===== src/hw/rtl/drum_pkg.sv =====
// Package for the delta-R unique matcher: widths, codes, entry layout, sequencer states.
// No dependencies; used by drum_ram users and delta_r_unique_matcher_core.
package drum_pkg;

  localparam int MAX_REFS   = 64;
  localparam int REF_IDX_W  = $clog2(MAX_REFS);
  localparam int REF_CNT_W  = $clog2(MAX_REFS + 1);

  localparam int PT_W       = 16;
  localparam int ETA_W      = 11;
  localparam int PHI_W      = 10;
  localparam int PID_W      = 24;
  localparam int LIMIT_W    = 23;
  localparam int MATCH_W    = 7;
  localparam int DETA_W     = ETA_W + 1;
  localparam int DETA_SQ_W  = 22;  // 2047^2 fits
  localparam int DPHI_SQ_W  = 19;  // 512^2 fits
  localparam int CFG_IDX_W  = 1;
  localparam int CFG_DATA_W = 24;

  // input modes
  localparam logic [1:0] MODE_CLEAR  = 2'd0;
  localparam logic [1:0] MODE_APPEND = 2'd1;
  localparam logic [1:0] MODE_QUERY  = 2'd2;
  localparam logic [1:0] MODE_UNUSED = 2'd3;

  // configuration register indexes
  localparam logic [CFG_IDX_W-1:0] CFG_DIST_LIMIT = 1'b0;
  localparam logic [CFG_IDX_W-1:0] CFG_REQ_ID     = 1'b1;

  localparam logic [LIMIT_W-1:0]    DIST_LIMIT_RST = 23'd2391;
  localparam logic [CFG_DATA_W-1:0] REQ_ID_RST     = 24'd0;

  localparam logic signed [MATCH_W-1:0] MATCH_NONE  = -7'sd1;
  localparam logic signed [MATCH_W-1:0] MATCH_AMBIG = -7'sd2;

  typedef struct packed {
    logic                    usable;
    logic [PID_W-1:0]        id_mag;
    logic signed [ETA_W-1:0] eta;
    logic [PHI_W-1:0]        phi;
  } ref_entry_t;

  localparam int ENTRY_W = $bits(ref_entry_t);

  typedef enum logic [1:0] {
    ST_IDLE = 2'b01,
    ST_SCAN = 2'b10
  } drum_state_t;

endpackage


===== src/hw/rtl/drum_ram.sv =====
// Generic simple dual-port RAM: one write port, one read port with registered data.
// No dependencies.
module drum_ram #(
  parameter int WIDTH = 8,
  parameter int DEPTH = 64
) (
  input  logic                     clk,
  input  logic                     wr_en,
  input  logic [$clog2(DEPTH)-1:0] wr_addr,
  input  logic [WIDTH-1:0]         wr_data,
  input  logic                     rd_en,
  input  logic [$clog2(DEPTH)-1:0] rd_addr,
  output logic [WIDTH-1:0]         rd_data
);

  logic [WIDTH-1:0] mem [DEPTH];

  always_ff @(posedge clk) begin
    if (wr_en) begin
      mem[wr_addr] <= wr_data;
    end
    if (rd_en) begin
      rd_data <= mem[rd_addr];
    end
  end

endmodule


===== src/hw/rtl/delta_r_unique_matcher_core.sv =====
// Top level of the delta-R unique matcher: reference table in drum_ram, scan pipeline.
// Depends on drum_pkg and drum_ram.
//
//  channel | ports                                   | handshake
//  --------+-----------------------------------------+------------------------------
//  input   | in_mode, in_transverse_momentum, ...    | start high while busy low
//  result  | out_match_index                         | out_strobe, one cycle
//  config  | cfg_index, cfg_data                     | cfg_valid and cfg_ready
//
// Clear and append leave busy low. A query holds busy high while it scans the table; no
// entry is read when the query pt is unusable or the table is empty. Otherwise there is
// one table read per cycle through the single RAM read port, then the distance unit.
// out_strobe rises on the cycle busy falls. Reset (rst_n, synchronous) empties the table
// and loads register defaults; the RAM is not cleared.
// The receiver cannot stall; cfg_ready is always high.
module delta_r_unique_matcher_core
  import drum_pkg::*;
(
  input  logic                          clk,
  input  logic                          rst_n,
  input  logic                          start,
  output logic                          busy,
  input  logic [1:0]                    in_mode,
  input  logic [PT_W-1:0]               in_transverse_momentum,
  input  logic                          in_pt_invalid,
  input  logic signed [ETA_W-1:0]       in_pseudorapidity,
  input  logic [PHI_W-1:0]              in_azimuth,
  input  logic signed [PID_W-1:0]       in_particle_id,
  output logic                          out_strobe,
  output logic signed [MATCH_W-1:0]     out_match_index,
  input  logic                          cfg_valid,
  output logic                          cfg_ready,
  input  logic [CFG_IDX_W-1:0]          cfg_index,
  input  logic [CFG_DATA_W-1:0]         cfg_data
);

  drum_state_t state_r, state_nxt;

  logic [LIMIT_W-1:0]    dist_limit_r, dist_limit_nxt;
  logic [CFG_DATA_W-1:0] req_id_r, req_id_nxt;
  logic [REF_CNT_W-1:0]  ref_count_r, ref_count_nxt;
  logic [REF_CNT_W-1:0]  rd_addr_r, rd_addr_nxt;
  logic [REF_CNT_W-1:0]  scan_end_r, scan_end_nxt;

  logic signed [ETA_W-1:0] q_eta_r, q_eta_nxt;
  logic [PHI_W-1:0]        q_phi_r, q_phi_nxt;

  logic                 v1_r, v1_nxt;
  logic [REF_IDX_W-1:0] idx1_r, idx1_nxt;
  logic                 v2_r, v2_nxt;
  logic [REF_IDX_W-1:0] idx2_r, idx2_nxt;
  logic                 ok2_r, ok2_nxt;
  logic [DETA_SQ_W-1:0] deta_sq_r, deta_sq_nxt;
  logic [DPHI_SQ_W-1:0] dphi_sq_r, dphi_sq_nxt;

  logic                 found_r, found_nxt;
  logic                 ambig_r, ambig_nxt;
  logic [REF_IDX_W-1:0] hit_idx_r, hit_idx_nxt;

  logic                        out_strobe_r, out_strobe_nxt;
  logic signed [MATCH_W-1:0]   out_index_r, out_index_nxt;

  logic       accept;
  logic       in_usable;
  logic       wr_en;
  logic       rd_en;
  ref_entry_t wr_entry;
  ref_entry_t rd_entry;
  logic [ENTRY_W-1:0] rd_data;

  logic signed [DETA_W-1:0]    deta;
  logic signed [PHI_W-1:0]     dphi;
  logic signed [2*DETA_W-1:0]  deta_prod;
  logic signed [2*PHI_W-1:0]   dphi_prod;
  logic [LIMIT_W-1:0]          dist_sum;
  logic                        hit;

  assign busy      = (state_r != ST_IDLE);
  assign cfg_ready = 1'b1;
  assign accept    = start && !busy;
  assign in_usable = (in_transverse_momentum != '0) && !in_pt_invalid;

  assign wr_en = accept && (in_mode == MODE_APPEND) &&
                 (ref_count_r < REF_CNT_W'(MAX_REFS));

  always_comb begin
    wr_entry.usable = in_usable;
    wr_entry.id_mag = in_particle_id[PID_W-1] ? (~in_particle_id + 1'b1) : in_particle_id;
    wr_entry.eta    = in_pseudorapidity;
    wr_entry.phi    = in_azimuth;
  end

  assign rd_en = (state_r == ST_SCAN) && (rd_addr_r < scan_end_r);

  drum_ram #(
    .WIDTH (ENTRY_W),
    .DEPTH (MAX_REFS)
  ) u_ref_ram (
    .clk     (clk),
    .wr_en   (wr_en),
    .wr_addr (ref_count_r[REF_IDX_W-1:0]),
    .wr_data (wr_entry),
    .rd_en   (rd_en),
    .rd_addr (rd_addr_r[REF_IDX_W-1:0]),
    .rd_data (rd_data)
  );

  assign rd_entry = ref_entry_t'(rd_data);

  // distance unit, stage one: differences and squares
  assign deta      = DETA_W'(q_eta_r) - DETA_W'(rd_entry.eta);
  assign dphi      = q_phi_r - rd_entry.phi;  // wraps mod 1024, read as signed
  assign deta_prod = deta * deta;
  assign dphi_prod = dphi * dphi;

  // stage two: sum and compare
  assign dist_sum = {1'b0, deta_sq_r} + {4'b0, dphi_sq_r};
  assign hit      = v2_r && ok2_r && (dist_sum < dist_limit_r);

  always_comb begin
    state_nxt      = state_r;
    dist_limit_nxt = dist_limit_r;
    req_id_nxt     = req_id_r;
    ref_count_nxt  = ref_count_r;
    rd_addr_nxt    = rd_addr_r;
    scan_end_nxt   = scan_end_r;
    q_eta_nxt      = q_eta_r;
    q_phi_nxt      = q_phi_r;
    v1_nxt         = rd_en;
    idx1_nxt       = rd_addr_r[REF_IDX_W-1:0];
    v2_nxt         = v1_r;
    idx2_nxt       = idx1_r;
    ok2_nxt        = rd_entry.usable &&
                     ((req_id_r == '0) || (rd_entry.id_mag == req_id_r));
    deta_sq_nxt    = deta_prod[DETA_SQ_W-1:0];
    dphi_sq_nxt    = dphi_prod[DPHI_SQ_W-1:0];
    found_nxt      = found_r;
    ambig_nxt      = ambig_r;
    hit_idx_nxt    = hit_idx_r;
    out_strobe_nxt = 1'b0;
    out_index_nxt  = out_index_r;

    if (cfg_valid && cfg_ready) begin
      unique case (cfg_index)
        CFG_DIST_LIMIT: dist_limit_nxt = cfg_data[LIMIT_W-1:0];
        CFG_REQ_ID:     req_id_nxt     = cfg_data;
        default:        ;
      endcase
    end

    if (rd_en) begin
      rd_addr_nxt = rd_addr_r + 1'b1;
    end

    if (hit) begin
      if (found_r) begin
        ambig_nxt = 1'b1;
      end else begin
        found_nxt   = 1'b1;
        hit_idx_nxt = idx2_r;
      end
    end

    unique case (state_r)
      ST_IDLE: begin
        if (accept) begin
          unique case (in_mode)
            MODE_CLEAR:  ref_count_nxt = '0;
            MODE_APPEND: begin
              if (wr_en) begin
                ref_count_nxt = ref_count_r + 1'b1;
              end
            end
            MODE_QUERY: begin
              state_nxt    = ST_SCAN;
              rd_addr_nxt  = '0;
              scan_end_nxt = in_usable ? ref_count_r : '0;
              q_eta_nxt    = in_pseudorapidity;
              q_phi_nxt    = in_azimuth;
              found_nxt    = 1'b0;
              ambig_nxt    = 1'b0;
            end
            MODE_UNUSED: ;
            default:     ;
          endcase
        end
      end
      ST_SCAN: begin
        // pipeline drained and all entries issued
        if (!rd_en && !v1_r && !v2_r) begin
          state_nxt      = ST_IDLE;
          out_strobe_nxt = 1'b1;
          priority if (ambig_r) begin
            out_index_nxt = MATCH_AMBIG;
          end else if (found_r) begin
            out_index_nxt = MATCH_W'(hit_idx_r);
          end else begin
            out_index_nxt = MATCH_NONE;
          end
        end
      end
      default: state_nxt = ST_IDLE;
    endcase
  end

  always_ff @(posedge clk) begin
    if (!rst_n) begin
      state_r      <= ST_IDLE;
      dist_limit_r <= DIST_LIMIT_RST;
      req_id_r     <= REQ_ID_RST;
      ref_count_r  <= '0;
      v1_r         <= 1'b0;
      v2_r         <= 1'b0;
      found_r      <= 1'b0;
      ambig_r      <= 1'b0;
      out_strobe_r <= 1'b0;
    end else begin
      state_r      <= state_nxt;
      dist_limit_r <= dist_limit_nxt;
      req_id_r     <= req_id_nxt;
      ref_count_r  <= ref_count_nxt;
      v1_r         <= v1_nxt;
      v2_r         <= v2_nxt;
      found_r      <= found_nxt;
      ambig_r      <= ambig_nxt;
      out_strobe_r <= out_strobe_nxt;
    end
  end

  always_ff @(posedge clk) begin
    rd_addr_r   <= rd_addr_nxt;
    scan_end_r  <= scan_end_nxt;
    q_eta_r     <= q_eta_nxt;
    q_phi_r     <= q_phi_nxt;
    idx1_r      <= idx1_nxt;
    idx2_r      <= idx2_nxt;
    ok2_r       <= ok2_nxt;
    deta_sq_r   <= deta_sq_nxt;
    dphi_sq_r   <= dphi_sq_nxt;
    hit_idx_r   <= hit_idx_nxt;
    out_index_r <= out_index_nxt;
  end

  assign out_strobe      = out_strobe_r;
  assign out_match_index = out_index_r;

endmodule


===== config.mk =====
export PLATFORM = sky130hd
export DESIGN_NAME = delta_r_unique_matcher_core
export DESIGN_NICKNAME = d
export VERILOG_FILES = /design/src/hw/rtl/drum_pkg.sv /design/src/hw/rtl/drum_ram.sv /design/src/hw/rtl/delta_r_unique_matcher_core.sv
export SDC_FILE = /design/constraint.sdc
export NUM_CORES = 2
export LEC_CHECK = 0
export BUFFER_PORTS_ARGS = -buffer_cell sky130_fd_sc_hd__buf_2
export CORE_MARGIN = 2
export CORE_UTILIZATION = 50
export CTS_CLUSTER_DIAMETER = 30
export DETAILED_ROUTE_END_ITERATION = 8
export PLACE_DENSITY_LB_ADDON = 0.25
export SLEW_MARGIN = 20
export SYNTH_ARGS = -nofsm -noshare
export SYNTH_HDL_FRONTEND = slang
export SYNTH_HIERARCHICAL = 1
export SYNTH_SLANG_ARGS = --single-unit
export TNS_END_PERCENT = 100

===== constraint.sdc =====
create_clock -name clk -period 21.5 [get_ports clk]
set_input_delay 3.225 -clock clk [delete_from_list [all_inputs] [get_ports clk]]
set_output_delay 3.225 -clock clk [all_outputs]
set_load 0.005 [all_outputs]

==> impl_metrics.env <==
export IMPL_async_flop_share_pct=0
export IMPL_peakVddDrop_uv=88.92
export IMPL_clock_sinks=3151
export IMPL_setup_viol=0
export IMPL_synth_distinct_cells=72
export IMPL_max_stage_delay_ns=0.83
export IMPL_synth_main_ff_cell="edfxtp_1"
export IMPL_clock_latency_ns=0.98
export IMPL_drv_cap=0
export IMPL_cts_resized=0
export IMPL_regToRegEndpoint="deta_sq_r[21]"
export IMPL_finalWorstSetupSlack_ns=13.32
export IMPL_vias_per_cell=6.342
export IMPL_avgSynthCellArea_sq_um=19.71
export IMPL_rsz0062_at_grt="no"
export IMPL_whs_ns=0.3281
export IMPL_tightest_slew_ns=1.187
export IMPL_critical_path_most_common_cell="fa_1"
export IMPL_synth_nets=6957
export IMPL_cts_tree="done"
export IMPL_holdPathEnd="idx2_r[3]"
export IMPL_final_seq_area_sq_um=93440
export IMPL_period_share_pct=38.05
export IMPL_dp_cells=9861
export IMPL_cp_slowest_cell="a2111oi_0"
export IMPL_power_density_nw_per_um2=112.0
export IMPL_grt_usage_pct=27.43
export IMPL_post_place_ws_ns=13.29
export IMPL_fillers=17990
export IMPL_worst_ep_required_time_ns=22.29
export IMPL_hold_violations=0
export IMPL_chipWidth_um=510.6
export IMPL_num_nets_final=7488
export IMPL_vias=68690
export IMPL_gp_congestion=0.8744
export IMPL_hpwl_um=200200
export IMPL_design_area_sq_um=151900
export IMPL_synth_seq_cells=3151
export IMPL_grt_max_degree=110
export IMPL_r2r_cells=26
export IMPL_fmax_mhz=122.2
export IMPL_fin_setup_tns_ns=0
export IMPL_port_buffers=101
export IMPL_overflow=0
export IMPL_drtAntennaViolNets=0
export IMPL_critPathMaxFanout=13
export IMPL_grt_pass1_wl_um=503100
export IMPL_drc=0
export IMPL_skew_ns=0.07870
export IMPL_clockBufferDepth=4
export IMPL_fp_dieH_um=510.6
export IMPL_cp_arrival_ns=8.97
export IMPL_drt_total_wl_um=356700
export IMPL_hold_class="reg -> reg"
export IMPL_placed_area_sq_um=133800
export IMPL_drive_gt1_share_pct=26.31
export IMPL_min_path_cells=0
export IMPL_grt_pass1_vias=69490
export IMPL_fin_cells=10830
export IMPL_r2r_start="q_eta_r[1]"
export IMPL_status="completed"
export IMPL_post_cts_buffers=0
export IMPL_synth_area_sq_um=128300
export IMPL_clkTransAtPathRegs_ns=0.05
export IMPL_first_pass_iters=5
export IMPL_p_leak_nw=49.46
export IMPL_pin_count=103
export IMPL_end_kind="flip-flop"
export IMPL_final_util_pct=59.66
export IMPL_start_util_pct=50.39
export IMPL_wire_per_inst_um=32.93
export IMPL_period_minus_slack_ns=8.180
export IMPL_drv_slew=0
export IMPL_area_delta_synth_final_pct=18.39
export IMPL_min_from="idx1_r[3]"
export IMPL_hold_buffers=0
export IMPL_finalPower_mw=17.02
export IMPL_grt_antenna_before_repair=32
export IMPL_design_core_area_sq_um=254600
export IMPL_synth_edff_count=3031
export IMPL_die_area_sq_um=260700
export IMPL_startpoint_type="flip-flop"
export IMPL_critPathKind="reg -> reg"
export IMPL_root_buffer="clkbuf_16"
export IMPL_slew_limit_headroom_pct=20.84
export IMPL_multi_input_comb_area_sq_um=32820
export IMPL_ys_warn_count=6
export IMPL_synthCells=6511
export IMPL_htreeDepth=6
export IMPL_drt_iter0_markers=8930
export IMPL_rows=185
export IMPL_reg2reg_setup_slack_ns=13.32
export IMPL_cts_made_buffers=545
export IMPL_yosysSeqAreaShare_pct=72.81
-- flip-flops by register name, summed over array words and instances (netlist names), 10 cells and up --
| signal | flops |
|---|---|
| dphi_sq_r | 18 |
| u_ref_ram/rd_data | 46 |
| req_id_r | 24 |
| deta_sq_r | 21 |
| dist_limit_r | 23 |
| q_phi_r | 10 |
| u_ref_ram/mem | 2944 |
| q_eta_r | 11 |
-- area by class of cell --
cell class / instances / share of cell area [%]
Tap cell: 3366 / 2.773
Timing Repair Buffer: 284 / 1.315
Antenna cell: 12 / 0.01977
Inverter: 361 / 0.8921
Clock buffer: 644 / 9.528
Multi-Input combinational cell: 2699 / 21.61
Sequential cell: 3151 / 61.51
Clock inverter: 314 / 2.354
-- cells in the mapped netlist (23+ instances only) --
cell / number / area (sq um)
dfxtp_1: 120 / 2402
buf_2: 62 / 310.3
nand3_1: 72 / 360.4
o22ai_1: 172 / 1076
o22a_1: 28 / 245.2
nand2_1: 208 / 780.8
nor3_1: 50 / 250.2
buf_1: 23 / 86.33
a211oi_1: 63 / 473.0
nor2_1: 185 / 694.4
inv_1: 352 / 1321
o221ai_1: 32 / 280.3
a21o_1: 25 / 187.7
xnor2_1: 91 / 797.0
nor2b_1: 72 / 450.4
xor2_1: 38 / 332.8
mux2i_1: 67 / 670.6
mux4_2: 711 / 16010
clkbuf_1: 163 / 611.8
fa_1: 190 / 3804
o211ai_1: 27 / 202.7
a22oi_1: 110 / 825.8
nor4_1: 44 / 275.3
ha_1: 163 / 2039
o21ai_0: 30 / 150.1
buf_4: 36 / 270.3
edfxtp_1: 3031 / 91020
a21oi_1: 97 / 485.5
nand2b_1: 29 / 181.4
-- kinds of logic after synthesis --
kind of cell	count (synthesis)	share of synthesized area, %
buffers and inverters	661	2.193
adders and majority gates	353	4.554
xor gates and xnor gates	129	0.8806
AOI/OAI and AO/OA	656	3.534
other	1	0.002923
and+or+nand+nor	778	2.987
DFF	3151	72.81
muxes	782	13.04
-- critical path, delay by kind of cell, from the launching register on --
| family | cells | cell delay (ns) |
|---|---|---|
| xor gates and xnor gates | 3 | 0.92 |
| adders and majority gates | 7 | 3.32 |
| and+or+nand+nor | 4 | 0.81 |
| AOI/OAI and AO/OA | 8 | 2.32 |
| DFF | 1 | 0.42 |
| buffers and inverters | 4 | 0.21 |
-- layer usage --
layer  GRT usage, %  part of all wire [%]  vias up
li1               -                     -    27540
met3          7.024                    11      752
met1          37.46                    38    36340
met2          42.62                    47     4043
met5         0.2924                 0.058        -
met4          10.79                   4.1       16
-- cell usage in the layout, fill, tap and decap left out, types with 70 or more instances in the layout --
cell,count
edfxtp_1,3031
mux4_2,711
clkbuf_16,563
inv_1,351
nand2_1,208
fa_1,190
buf_4,183
o22ai_1,172
ha_1,163
nor2_1,121
dfxtp_1,114
a22oi_1,110
a21oi_1,97
buf_2,93
clkinv_2,77
clkbuf_1,73
nand3_1,72
clkinv_1,71
xnor2_1,70
-- report_power, final --
| group | switching (mW) | internal [mW] | total (mW) |
|---|---|---|---|
| logic | 0.989 | 0.681 | 1.67 |
| registers | 0.0200 | 6.85 | 6.87 |
| clock network | 2.90 | 5.58 | 8.48 |
| total | 3.91 | 13.1 | 17.0 |
-- worst max-delay path by stage --
stage	start	end	slack, ns	cells after the start
6_report	q_eta_r[1]	deta_sq_r[21]	13.32	26
5_1_grt	q_phi_r[1]	dphi_sq_r[18]	12.86	26
4_1_cts	q_eta_r[1]	deta_sq_r[21]	13.18	26
3_5_place_dp	q_eta_r[1]	deta_sq_r[21]	13.29	26
3_3_place_gp	q_eta_r[1]	deta_sq_r[21]	13.40	26
2_1_floorplan	in_particle_id[8]	u_ref_ram/mem[0][44]	12.69	5
Note: power is estimated with default switching activity, not from simulation.
